===== src/rtl/core/urla_pkg.sv =====
// shared constants for the uart receive line assembler
package urla_pkg;

  localparam int unsigned LINE_DEPTH = 64;
  localparam int unsigned IDX_W      = $clog2(LINE_DEPTH);
  localparam int unsigned BYTE_W     = 8;

  localparam logic [BYTE_W-1:0] TRIGGER_RESET = 8'd10;

endpackage


===== src/rtl/core/uart_rx_line_assembler.sv =====
// uart receive line assembler: stores received bytes and releases a line on the trigger byte
//
// An ordinary byte is accepted and written into the 64-entry line ram. The trigger
// byte releases entries 0 up to but not including the write index, stopping before
// the first zero byte, one item per cycle from the single ram read port while the output
// is not stalled; a line with no bytes or a zero first byte comes out as one empty-line
// item. While a line is being released the input is held off; output back-pressure
// stalls the release. The line ram needs no clearing after reset. The trigger value
// resets to a line feed; the user is to write it on the cfg port only while the block is
// idle, and the block itself does not enforce this.
module uart_rx_line_assembler (
  input  logic                       clk,
  input  logic                       rst_n,
  input  logic                       in_valid,
  output logic                       in_ready,
  input  logic [urla_pkg::BYTE_W-1:0] in_rx_byte,
  output logic                       out_valid,
  input  logic                       out_ready,
  output logic [urla_pkg::BYTE_W-1:0] out_line_byte,
  output logic                       out_last,
  output logic                       out_empty_line,
  input  logic                       cfg_valid,
  output logic                       cfg_ready,
  input  logic [urla_pkg::BYTE_W-1:0] cfg_trigger_char
);

  typedef enum logic [3:0] {
    S_IDLE  = 4'b0001,
    S_CHECK = 4'b0010,
    S_FLUSH = 4'b0100,
    S_EMPTY = 4'b1000
  } state_t;

  state_t                        state_r, state_nxt;
  logic [urla_pkg::BYTE_W-1:0]   trig_r;
  logic [urla_pkg::IDX_W-1:0]    widx_r, widx_nxt;
  logic [urla_pkg::IDX_W-1:0]    lim_r, lim_nxt;
  logic [urla_pkg::IDX_W-1:0]    cur_r, cur_nxt;
  logic                          pend_valid_r, pend_valid_nxt;
  logic [urla_pkg::BYTE_W-1:0]   pend_byte_r, pend_byte_nxt;
  logic                          out_valid_r, out_valid_nxt;
  logic [urla_pkg::BYTE_W-1:0]   out_byte_r, out_byte_nxt;
  logic                          out_last_r, out_last_nxt;
  logic                          out_empty_r, out_empty_nxt;

  logic                          in_acc;
  logic                          is_trig;
  logic                          out_free;
  logic [urla_pkg::IDX_W:0]      cur_inc;
  logic                          ram_we;
  logic                          ram_re;
  logic [urla_pkg::IDX_W-1:0]    ram_raddr;
  logic [urla_pkg::BYTE_W-1:0]   ram_rdata;

  urla_ram #(
    .WIDTH(urla_pkg::BYTE_W),
    .DEPTH(urla_pkg::LINE_DEPTH)
  ) u_line_ram (
    .clk  (clk),
    .we   (ram_we),
    .waddr(widx_r),
    .wdata(in_rx_byte),
    .re   (ram_re),
    .raddr(ram_raddr),
    .rdata(ram_rdata)
  );

  assign in_ready  = (state_r == S_IDLE);
  assign cfg_ready = 1'b1;
  assign in_acc    = in_valid && in_ready;
  assign is_trig   = (in_rx_byte == trig_r);
  assign out_free  = !out_valid_r || out_ready;
  assign cur_inc   = {1'b0, cur_r} + {{urla_pkg::IDX_W{1'b0}}, 1'b1};
  assign ram_we    = in_acc && !is_trig;

  always_comb begin
    state_nxt      = state_r;
    widx_nxt       = widx_r;
    lim_nxt        = lim_r;
    cur_nxt        = cur_r;
    pend_valid_nxt = pend_valid_r;
    pend_byte_nxt  = pend_byte_r;
    out_valid_nxt  = out_valid_r && !out_ready;
    out_byte_nxt   = out_byte_r;
    out_last_nxt   = out_last_r;
    out_empty_nxt  = out_empty_r;
    ram_re         = 1'b0;
    ram_raddr      = cur_r;

    case (state_r)
      S_IDLE: begin
        if (in_acc) begin
          if (!is_trig) begin
            if (widx_r == urla_pkg::IDX_W'(urla_pkg::LINE_DEPTH - 1)) begin
              widx_nxt = '0;
            end else begin
              widx_nxt = widx_r + urla_pkg::IDX_W'(1);
            end
          end else begin
            widx_nxt       = '0;
            lim_nxt        = widx_r;
            cur_nxt        = '0;
            pend_valid_nxt = 1'b0;
            if (widx_r == '0) begin
              state_nxt = S_EMPTY;
            end else begin
              ram_re    = 1'b1;
              ram_raddr = '0;
              state_nxt = S_CHECK;
            end
          end
        end
      end
      S_CHECK: begin
        // ram_rdata holds entry cur_r
        if (ram_rdata == '0) begin
          state_nxt = pend_valid_r ? S_FLUSH : S_EMPTY;
        end else if (!pend_valid_r || out_free) begin
          if (pend_valid_r) begin
            out_valid_nxt = 1'b1;
            out_byte_nxt  = pend_byte_r;
            out_last_nxt  = 1'b0;
            out_empty_nxt = 1'b0;
          end
          pend_valid_nxt = 1'b1;
          pend_byte_nxt  = ram_rdata;
          if (cur_inc == {1'b0, lim_r}) begin
            state_nxt = S_FLUSH;
          end else begin
            cur_nxt   = cur_inc[urla_pkg::IDX_W-1:0];
            ram_re    = 1'b1;
            ram_raddr = cur_inc[urla_pkg::IDX_W-1:0];
          end
        end
      end
      S_FLUSH: begin
        if (out_free) begin
          out_valid_nxt  = 1'b1;
          out_byte_nxt   = pend_byte_r;
          out_last_nxt   = 1'b1;
          out_empty_nxt  = 1'b0;
          pend_valid_nxt = 1'b0;
          state_nxt      = S_IDLE;
        end
      end
      S_EMPTY: begin
        if (out_free) begin
          out_valid_nxt = 1'b1;
          out_byte_nxt  = '0;
          out_last_nxt  = 1'b1;
          out_empty_nxt = 1'b1;
          state_nxt     = S_IDLE;
        end
      end
      default: begin
        state_nxt = S_IDLE;
      end
    endcase
  end

  always_ff @(posedge clk) begin
    if (!rst_n) begin
      state_r      <= S_IDLE;
      trig_r       <= urla_pkg::TRIGGER_RESET;
      widx_r       <= '0;
      pend_valid_r <= 1'b0;
      out_valid_r  <= 1'b0;
    end else begin
      state_r      <= state_nxt;
      widx_r       <= widx_nxt;
      pend_valid_r <= pend_valid_nxt;
      out_valid_r  <= out_valid_nxt;
      if (cfg_valid && cfg_ready) begin
        trig_r <= cfg_trigger_char;
      end
    end
  end

  always_ff @(posedge clk) begin
    lim_r       <= lim_nxt;
    cur_r       <= cur_nxt;
    pend_byte_r <= pend_byte_nxt;
    out_byte_r  <= out_byte_nxt;
    out_last_r  <= out_last_nxt;
    out_empty_r <= out_empty_nxt;
  end

  assign out_valid      = out_valid_r;
  assign out_line_byte  = out_byte_r;
  assign out_last       = out_last_r;
  assign out_empty_line = out_empty_r;

  // a trigger item always starts a release
  assert property (@(posedge clk) disable iff (!rst_n)
    (in_valid && in_ready && (in_rx_byte == trig_r)) |=> !in_ready)
    else $error("trigger item did not start a line release");

  // the final item of a line always has a byte waiting
  assert property (@(posedge clk) disable iff (!rst_n)
    (state_r == S_FLUSH) |-> pend_valid_r)
    else $error("flush without a pending byte");

  // reads stay below the released length
  assert property (@(posedge clk) disable iff (!rst_n)
    (state_r == S_CHECK) |-> (cur_r < lim_r))
    else $error("line read past the write index");

  // an empty-line item is a lone final item carrying zero
  assert property (@(posedge clk) disable iff (!rst_n)
    (out_valid && out_empty_line) |-> (out_last && (out_line_byte == '0)))
    else $error("malformed empty-line item");

endmodule


===== src/rtl/core/urla_ram.sv =====
// generic single-write, single-read ram with registered read data
module urla_ram #(
  parameter int unsigned WIDTH = 8,
  parameter int unsigned DEPTH = 64
) (
  input  logic                     clk,
  input  logic                     we,
  input  logic [$clog2(DEPTH)-1:0] waddr,
  input  logic [WIDTH-1:0]         wdata,
  input  logic                     re,
  input  logic [$clog2(DEPTH)-1:0] raddr,
  output logic [WIDTH-1:0]         rdata
);

  logic [WIDTH-1:0] mem [DEPTH];
  logic [WIDTH-1:0] rdata_r;

  always_ff @(posedge clk) begin
    if (we) begin
      mem[waddr] <= wdata;
    end
    if (re) begin
      rdata_r <= mem[raddr];
    end
  end

  assign rdata = rdata_r;

endmodule


===== config.mk =====
export PLATFORM = sky130hd
export DESIGN_NAME = uart_rx_line_assembler
export DESIGN_NICKNAME = d
export VERILOG_FILES = /design/src/rtl/core/urla_pkg.sv /design/src/rtl/core/uart_rx_line_assembler.sv /design/src/rtl/core/urla_ram.sv
export SDC_FILE = /design/constraint.sdc
export NUM_CORES = 1
export LEC_CHECK = 0
export BUFFER_PORTS_ARGS = -buffer_cell sky130_fd_sc_hd__buf_2
export CORE_UTILIZATION = 33
export CTS_CLUSTER_SIZE = 20
export DETAILED_ROUTE_END_ITERATION = 8
export PLACE_DENSITY = 0.58
export REMOVE_ABC_BUFFERS = 1
export SYNTH_ARGS = -nofsm -noshare
export SYNTH_HDL_FRONTEND = slang
export SYNTH_SLANG_ARGS = --single-unit

===== constraint.sdc =====
create_clock -name clk -period 4.1 [get_ports clk]
set_input_delay 0.205 -clock clk [delete_from_list [all_inputs] [get_ports clk]]
set_output_delay 0.205 -clock clk [all_outputs]
set_load 0.1 [all_outputs]

==> results of run 1 <==
==> layout make-up <==
class                   count  area (um^2)  area share
clock inverters            43          375      0.0137
multi-input cells         994         6160       0.224
flip-flops and latches    570        16900       0.615
clock buffers              71         1560      0.0569
well taps                 940         1180      0.0428
inverters                   8         30.0     0.00109
repair buffers            154         1270      0.0462
==> worst paths after layout <==
check	cells after the start	start	slack, ps	endpoint
setup / recovery	13	cur_r[1]$_SDFFCE_PN0P_	40	u_line_ram.rdata[1]$_DFFE_PP_
hold / removal	3	cfg_valid	30	trig_r[2]$_SDFFE_PN0P_
setup reg to reg	13	cur_r[1]$_SDFFCE_PN0P_	40	u_line_ram.rdata[1]$_DFFE_PP_
hold reg to reg	0	u_line_ram.rdata[3]$_DFFE_PP_	440	pend_byte_r[3]$_DFFE_PP_
==> critical path: stages, from the launching register on <==
cell,delay (ps)
edfxtp_1,380
ha_1,230
nand3_1,130
a211o_1,330
a2111oi_4,340
buf_4,240
mux2i_2,300
and3_2,260
buf_12,200
buf_4,290
mux2i_1,370
o22ai_1,150
nor4_1,430
and3_1,220
==> repair_timing <==
| action | 4_1_cts | 5_1_grt |
|---|---|---|
| hold endpoints to repair | 20 | 0 |
| pin swaps | 2 | 2 |
| setup endpoints to repair | 8 | 8 |
| resized for setup | 7 | 14 |
| hold buffers | 18 | 0 |
| cloned | 0 | 2 |
| setup buffers | 1 | 4 |
==> routing by layer <==
layer	up-vias	track usage	routed length, um
li1	6486	-	-
met1	7130	0.237	27400
met2	508	0.272	29000
met3	99	0.0280	4210
met4	0	0.0537	1680
met5	-	0	0
==> state kept, by name (all words and copies together), names as in the netlist <==
register / count
state_r: 4
out_last: 1
out_line_byte: 8
lim_r: 6
out_valid: 1
pend_valid_r: 1
cur_r: 6
widx_r: 6
out_empty_line: 1
pend_byte_r: 8
u_line_ram.mem: 512
trig_r: 8
u_line_ram.rdata: 8
==> cells in the final DEF (no fill, tap or decap), drive strengths merged, types with 4 or more instances in the layout <==
cell	count
nand3b	5
mux2i	182
o22ai	19
and3	11
a22o	8
mux2	16
nor2b	18
a21oi	57
a2111oi	9
nand2	287
clkinv	30
dlygate4sd3	18
inv	12
nor2	90
and2	4
or3	13
a32oi	4
nor3	6
nand3	141
nor4b	4
or2	5
buf	134
a21boi	12
a211oi	10
o32ai	7
clkbuf	73
edfxtp	550
o21ai	15
nor4	18
xnor2	16
dfxtp	20
bufinv	6
==> per-stage QoR <==
| step | setup WS (ps) | total power [uW] | hold slack (ps) | cell area [um^2] |
|---|---|---|---|---|
| 4_1_cts | 2.18 | 16000 | 2.89 | 27400 |
| 3_3_place_gp | -960 | 10600 | 434 | 25200 |
| 3_5_place_dp | -873 | 10600 | 435 | 25200 |
| 5_1_grt | -47.7 | 16600 | 23.5 | 27500 |
| 6_report | 39.5 | 16000 | 27.6 | 27500 |
| 2_1_floorplan | -6210 | 9350 | 267 | 23000 |
==> where the power goes <==
group / internal, uW / switching (uW)
Combinational: 1530 / 2590
Clock: 3100 / 2240
Sequential: 6510 / 71.7
==> kinds of logic after synthesis <==
family,after synthesis
compound gates,156
flops,570
mux,198
other cells,1
xor+xnor,18
simple gates,618
buf+inv,102
fa+ha+maj,3
==> metrics.md, run 1 <==
| Metric | Value |
|---|---|
| Required time worst endpoint | 4580 ps |
| Initial antenna violation count | 1 |
| Fraction of registers with async set/reset | 0 |
| Simple-gate share of the synthesized area | 0.119 |
| CTS root buf | clkbuf_16 |
| HPWL Detailed | 40600 um |
| # fillers | 6468 |
| Ports | 34 |
| Static leakage | 0.00961 uW |
| 1st-iter DRT viols | 1392 |
| Chip height | 269 um |
| Final hold viol count | 0 |
| CTS tree | yes |
| Top-count cell post-synth | edfxtp_1 |
| Layout cells sized above 1 | 0.147 |
| Mapped Cells | 1666 |
| CP Capture Type | flop |
| Status | finished clean |
| Arrival time at the worst endpoint | 4540 ps |
| Post-synthesis sequential area ratio | 0.719 |
| CTS H-tree depth | 2 |
| Maxcap violations | 0 |
| Tightest Hold Check Type | in -> reg |
| Post-synth top area share | 0.702 |
| Period utilization | 0.990 |
| DRC Markers | 0 |
| Critical Path Source Type | flop |
| Clk_skew | 18.9 ps |
| Detailed-route via count | 14223 |
| Min cycle time layout | 4060 ps |
| Post-synthesis area per instance | 14.1 um^2 |
| Final net count | 1812 |
| First-pass GRT wire length | 90600 um |
| Flops & latches, synth | 570 |
| Routability cong. | 0.906 |
| Post-synth top area cell | edfxtp_1 |
| XOR/XNOR share of the synthesized area | 0.00670 |
| Largest family of logic cells by synthesized area | simple AND/OR/NAND/NOR gates |
| Final slew viol count | 0 |
| Syn. warnings | 0 |
| Post-synthesis mux area share | 0.0852 |
| Placed Cells | 2641 |
| Largest net degree at the start of global routing | 65 |
| Worst-Margin Slew | 1080 ps |
| EDFF count, synth | 550 |
| Clock transition at the registers of the reported paths | 60 ps |
| Post-synthesis compound-gate area fraction | 0.0447 |
| Power Density | 583 mW/mm^2 |
| Top post-synthesis cells by area | edfxtp_1 70%, mux2i_1 7.7%, nand2_1 4.6%, nand3_1 3.0%, dfxtp_1 1.7% |
| Core ar. | 0.0703 mm^2 |
| Critical Path Fanout Max | 25 |
| Clock insertion delay at the later pin of the skew report | 630 ps |
| DR vias/cell | 5.12 |
| Drt total wl | 62300 um |
| Max_slew headroom | 0.278 |
| First-pass DRT Iterations | 5 |
| Post-synth top flop | edfxtp_1 |
| Peak supply drop | 0.349 mV |
| Maximum root-to-sink buffer count | 3 |
| Area delta synth->final | 16.8% |
| Final non-filler cell total | 2780 |
| Remaining global-route overflow | 0 |
| Vias in the first global route | 13727 |
| Post-route antenna net violation count | 0 |
| Commonest cells in the netlist | 550 x edfxtp_1, 287 x nand2_1, 182 x mux2i_1 |
| Synth Area in Adders | 0.00159 |
| FP Rows | 97 |
| Synth cell types | 67 |
| Fin Setup TNS | 0 ps |
| Chip width | 269 um |
| Total clock sinks | 570 |
| Total CTS buffers | 60 |
| Mapped Area | 0.0235 mm^2 |
| Routed length per instance | 22.4 um |
| Setup violators final | 0 |
| Die ar. | 0.0724 mm^2 |
| Effective utilization at floorplan | 0.335 |
| I/O Buffers | 32 |
| Antenna fix cells | 0 |
| GR Util All Layers | 0.170 |
| Max Clk Rate | 246 MHz |
| Critical path class | reg -> reg |
| Final Util | 0.391 |
Note: power is estimated with default switching activity, not from simulation.
==> run 2: changes to the inputs <==
SLEW_MARGIN = 20   (was unset)
SYNTH_HIERARCHICAL = 1   (was unset)
==> metrics.md, run 2 <==
| Metric | Value |
|---|---|
| Remaining global-route overflow | 0 |
| Post-route antenna net violation count | 0 |
| CTS root buf | clkbuf_16 |
| Total clock sinks | 570 |
| Tightest Hold Check Type | in -> reg |
| Min cycle time layout | 3970 ps |
| Fraction of registers with async set/reset | 0 |
| Die ar. | 0.0700 mm^2 |
| Commonest non-fill, non-tap cells in the layout | 550 x edfxtp_1, 126 x mux4_2, 114 x buf_4 |
| Post-synthesis area per instance | 19.4 um^2 |
| Chip height | 265 um |
| Mapped Area | 0.0227 mm^2 |
| Detailed-route via count | 11821 |
| Core ar. | 0.0676 mm^2 |
| CP max stage delay | 530 ps |
| Syn. warnings | 6 |
| Antenna fix cells | 0 |
| GR Util All Layers | 0.160 |
| Routed length per instance | 24.3 um |
| Post-synthesis sequential area ratio | 0.744 |
| Routability cong. | 0.781 |
| Commonest cells in the netlist | 550 x edfxtp_1, 126 x mux4_2, 95 x nor2_1 |
| Top post-synthesis cells by area | edfxtp_1 73%, mux4_2 12%, dfxtp_1 1.8%, mux2i_1 1.6%, nor2_1 1.6% |
| Mapped Cells | 1174 |
| CTS H-tree depth | 2 |
| Period utilization | 0.969 |
| Critical Path Fanout Max | 19 |
| Largest net degree at the start of global routing | 65 |
| Peak supply drop | 0.300 mV |
| Final Util | 0.400 |
| Static leakage | 0.00860 uW |
| Status | finished clean |
| Ports | 34 |
| Post-synth top area share | 0.726 |
| Required time worst endpoint | 4430 ps |
| Total CTS buffers | 58 |
| Max Clk Rate | 252 MHz |
| Critical path class | reg -> reg |
| Cell Chain, Critical Path | ha_1, nand3_1, a211oi_1, nand4b_2, o21ai_2, buf_4, or3_2, a21bo_4, buf_12, buf_4, mux4_2, nor2_1, o32ai_1 |
| I/O Buffers | 32 |
| FP Rows | 95 |
| First-pass DRT Iterations | 5 |
| Final Cell Area | 0.0270 mm^2 |
| Max reg flops | 512 |
| Power Density | 475 mW/mm^2 |
| Area delta synth->final | 18.8% |
| DRC Markers | 0 |
| Maxcap violations | 0 |
| Final slew viol count | 0 |
| Chip width | 265 um |
| Total Power | 12800 uW |
| CTS tree | yes |
| First-pass GRT wire length | 81600 um |
| HPWL Detailed | 35100 um |
| EDFF count, synth | 550 |
| Worst-Margin Slew | 1080 ps |
| Top reg by flops | u_line_ram/mem |
| RSZ-0062 raised after global routing | false |
| Clock transition at the registers of the reported paths | 60 ps |
| Post-synth top flop | edfxtp_1 |
| Setup violators final | 0 |
| Effective utilization at floorplan | 0.336 |
| Final hold viol count | 0 |
| CP Capture Type | flop |
| Post-synth top area cell | edfxtp_1 |
| Hold Slack | 17.1 ps |
| Final non-filler cell total | 2271 |
| Layout cells sized above 1 | 0.298 |
| DR vias/cell | 5.21 |
| CP max-delay cell | mux4_2 |
| Clock insertion delay at the later pin of the skew report | 630 ps |
| Critical Path Source Type | flop |
| Flops & latches, synth | 570 |
| Clk_skew | 16.9 ps |
| Initial antenna violation count | 2 |
| Commonest non-fill, non-tap cell in the layout | edfxtp_1 |
| Synth cell types | 65 |
| Placed Cells | 2144 |
| 1st-iter DRT viols | 1245 |
| Top-count cell post-synth | edfxtp_1 |
| Drt total wl | 55200 um |
| Maximum root-to-sink buffer count | 3 |
| Crit path top cell by count | buf_4 |
| Area after detailed placement | 0.0248 mm^2 |
| Max_slew headroom | 0.275 |
| Final net count | 1373 |
| Vias in the first global route | 12087 |
| Arrival time at the worst endpoint | 4300 ps |
==> run 2: changes by cell type in the layout (fill, tap and decap cells not counted), sizes merged, moves of 9 or more <==
cell    before  now
mux2i      182   36
or3         13    4
o22ai       19    9
nand3      141   21
nor2b       18   33
a21oi       57    6
buf        134  160
nand2      287   43
and3        11    2
nor4        18    5
mux4         0  126
a21boi      12    3
==> run 2: cell type report <==
| type | instances | area (um^2) |
|---|---|---|
| well taps | 873 | 1090 |
| inverters | 7 | 26.3 |
| fillers | 5909 | 40600 |
| multi-input cells | 537 | 5550 |
| clock inverters | 43 | 517 |
| flip-flops and latches | 570 | 16900 |
| clock buffers | 66 | 1500 |
| repair buffers | 175 | 1430 |
==> run 2: kinds of logic after synthesis <==
logic type               after synthesis  share of synthesized area
flip-flops                           570                      0.744
AND/OR/NAND/NOR                      249                     0.0540
multiplexers                         175                      0.147
AO/OA/AOI/OAI                         92                     0.0298
buffers and inverters                 67                     0.0172
XOR/XNOR                              17                    0.00655
adder cells (fa/ha/maj)                3                    0.00165
other                                  1                   0.000165
==> run 2: report_power, final <==
part	switching (uW)	leakage (uW)	internal, uW
logic	530	0.00250	240
clock network	2240	0.000986	3330
registers	33.3	0.00511	6470
==> run 2: final timing paths <==
path | startpoint | endpoint | slack [ps] | cells after the start
worst max-delay path | cur_r[0]$_SDFFCE_PN0P_ | u_line_ram/rdata[4]$_DFFE_PP_ | 130 | 13
worst min-delay path | in_rx_byte[2] | u_line_ram/mem[35][2]$_DFFE_PP_ | 20 | 1
worst max register to register | cur_r[0]$_SDFFCE_PN0P_ | u_line_ram/rdata[4]$_DFFE_PP_ | 130 | 13
worst min register to register | u_line_ram/rdata[1]$_DFFE_PP_ | pend_byte_r[1]$_DFFE_PP_ | 490 | 0
==> run 2: layer usage <==
layer / GRT usage / wire length, um / vias up
met5: 0 / 0 / -
met4: 0.0476 / 1450 / 0
met3: 0.0304 / 3520 / 82
met2: 0.257 / 26400 / 378
met1: 0.220 / 23800 / 6223
li1: - / - / 5138
==> run 2: worst max-delay path: cells and delay by family (launching register included) <==
family                   cells  cell delay [ps]
AND/OR/NAND/NOR              4             1090
buffers and inverters        3              660
adder cells (fa/ha/maj)      1              240
flip-flops                   1              380
multiplexers                 1              530
AO/OA/AOI/OAI                4              760
==> run 2: repair_timing <==
item / in CTS / in global routing
setup buffers: 0 / 3
hold buffers: 15 / 0
endpoints found under the hold margin: 13 / 0
resized for setup: 7 / 8
endpoints found under the setup margin: 6 / 8
==> run 2: per-stage QoR <==
step,setup slack (ps),setup TNS (ps)
after floorplan,-11010,-87080
after global placement,-255,-414
after detailed placement,-265,-714
after CTS,14.1,0
after global routing,3.30,0
final,128,0
==> run 3: changes to the inputs <==
CORE_UTILIZATION = 60   (was 33)
PLACE_DENSITY = 0.87   (was 0.58)
==> metrics.md, run 3 (synthesized netlist as in run 2, its figures left out) <==
| Metric | Value |
|---|---|
| Min cycle time layout | 4520 ps |
| Top reg by flops | u_line_ram/mem |
| Final net count | 1366 |
| CTS H-tree depth | 2 |
| FP Rows | 70 |
| # fillers | 1981 |
| Max Clk Rate | 221 MHz |
| Arrival time at the worst endpoint | 4830 ps |
| First-pass GRT wire length | 89100 um |
| Period utilization | 1.10 |
| CTS tree | yes |
| Peak supply drop | 0.296 mV |
| First-pass DRT Iterations | 7 |
| Largest net degree at the start of global routing | 65 |
| Final Cell Area | 0.0264 mm^2 |
| Final hold viol count | 0 |
| Seq pwr share | 0.539 |
| Core ar. | 0.0370 mm^2 |
| HPWL Detailed | 34000 um |
| Routed length per instance | 34.2 um |
| Final setup margin | -418 ps |
| GR Util All Layers | 0.326 |
| Chip width | 197 um |
| Tightest Hold Check Type | in -> reg |
| R2R Path End | u_line_ram/rdata[4]$_DFFE_PP_ |
| Failing checks | negative setup slack |
| Clock insertion delay at the later pin of the skew report | 610 ps |
| Clk_skew | 20.5 ps |
| Post-route antenna net violation count | 0 |
| Maximum root-to-sink buffer count | 3 |
| Setup violators final | 8 |
| Ports | 34 |
| Area after detailed placement | 0.0242 mm^2 |
| Vias in the first global route | 13385 |
| Routability cong. | 0.877 |
| Required time worst endpoint | 4410 ps |
| Layout cells sized above 1 | 0.296 |
| 1st-iter DRT viols | 2288 |
| CTS root buf | clkbuf_16 |
| HP Start | in_valid |
| Flop2flop setup slack | -420 ps |
| Power Density | 459 mW/mm^2 |
| Total Power | 12100 uW |
| RSZ-0062 raised after global routing | true |
| Worst Setup SP | cur_r[1]$_SDFFCE_PN0P_ |
| CP Capture Type | flop |
| Total clock sinks | 570 |
| Reg2Reg Depth | 14 |
| Chip height | 197 um |
| Pre-CTS setup slack | -296 ps |
| Worst-Margin Slew | 1070 ps |
| Commonest non-fill, non-tap cells in the layout | 550 x edfxtp_1, 126 x mux4_2, 109 x buf_4 |
| Area delta synth->final | 15.9% |
| I/O Buffers | 32 |
| Static leakage | 0.00846 uW |
| Total CTS buffers | 53 |
| Detailed-route via count | 13559 |
| Critical Path Source Type | flop |
| Final slew viol count | 0 |
| Critical Path Fanout Max | 26 |
| Clock power frac | 0.395 |
| RR Startpoint | cur_r[1]$_SDFFCE_PN0P_ |
| Effective utilization at floorplan | 0.615 |
| Remaining global-route overflow | 0 |
| Sw Ratio | 0.228 |
| Hold path endpoint | pend_valid_r$_SDFFE_PN0P_ |
| Commonest non-fill, non-tap cell in the layout | edfxtp_1 |
| DRC Markers | 0 |
| Worst hold path depth | 3 |
| Internal | 9330 uW |
| Combinational Power Share | 0.067 |
| Clock transition at the registers of the reported paths | 60 ps |
| Max_slew headroom | 0.282 |
| Max reg flops | 512 |
| DR vias/cell | 7.18 |
| Status | finished with violations |
| Drt total wl | 64700 um |
| Maxcap violations | 0 |
| Critical path class | reg -> reg |
| Die ar. | 0.0387 mm^2 |
| P_sw | 2760 uW |
| Initial antenna violation count | 2 |
==> run 3: power by group through the flow <==
stage / Clock (uW) / Combinational, uW / Sequential (uW)
after detailed placement: 0 / 718 / 6630
after global routing: 4990 / 836 / 6510
after global placement: 0 / 693 / 6620
after floorplan: 0 / 378 / 6670
after CTS: 4720 / 751 / 6510
final: 4770 / 809 / 6510
==> run 3: worst max path at each step <==
stage / endpoint / slack, ps / cells after the start
after floorplan: u_line_ram/rdata[4]$_DFFE_PP_ / -11010 / 11
after global placement: u_line_ram/rdata[3]$_DFFE_PP_ / -80 / 13
after detailed placement: u_line_ram/rdata[4]$_DFFE_PP_ / -300 / 14
after CTS: u_line_ram/rdata[4]$_DFFE_PP_ / -10 / 15
after global routing: u_line_ram/rdata[7]$_DFFE_PP_ / -500 / 15
final: u_line_ram/rdata[4]$_DFFE_PP_ / -420 / 14
==> run 3: area by class of cell <==
class                      count  area, um^2  area share
multi-input combinational    538        5700       0.216
inverter                       7        26.3    0.000997
clock buffer                  66        1380      0.0522
antenna                        1        2.50   0.0000949
clock inverter                31         244     0.00926
tap                          504         631      0.0239
timing repair buffer         172        1460      0.0555
sequential                   570       16900       0.642
==> run 3: layer usage <==
| layer | vias to the layer above | routed length, um | global-route usage |
|---|---|---|---|
| met5 | - | 0 | 0 |
| met2 | 1443 | 30200 | 0.510 |
| li1 | 5125 | - | - |
| met1 | 6656 | 20600 | 0.408 |
| met3 | 335 | 9320 | 0.101 |
| met4 | 0 | 4540 | 0.186 |
==> run 3: metrics by stage <==
stage               hold WS (ps)  TNS (ps)   util  instances
global placement             424      -178  0.654       1762
global route                28.6     -1820  0.713       1888
finish                      27.3     -1420  0.713       1889
CTS                         19.5     -22.1  0.707       1879
floorplan                    267    -87080      -       1114
detailed placement           437     -1080  0.654       1762
==> run 3: what timing repair did <==
item,4_1_cts,5_1_grt
pin swaps,1,6
cloned,2,1
endpoints found under the setup margin,8,8
hold endpoints to repair,12,0
gates resized for setup,19,28
setup buffers,5,8
hold buffers,13,0
==> run 3: critical path: stages, from the launching register on <==
cell and delay, ps:
edfxtp_1 510, buf_6 160, nand3_4 80, or3_4 410, nand4b_4 130, o21ai_2 80, nor2_1 180, buf_4 190
mux2i_4 250, buf_12 190, buf_16 240, mux4_2 550, mux4_2 470, nor2_1 520, o32ai_2 220
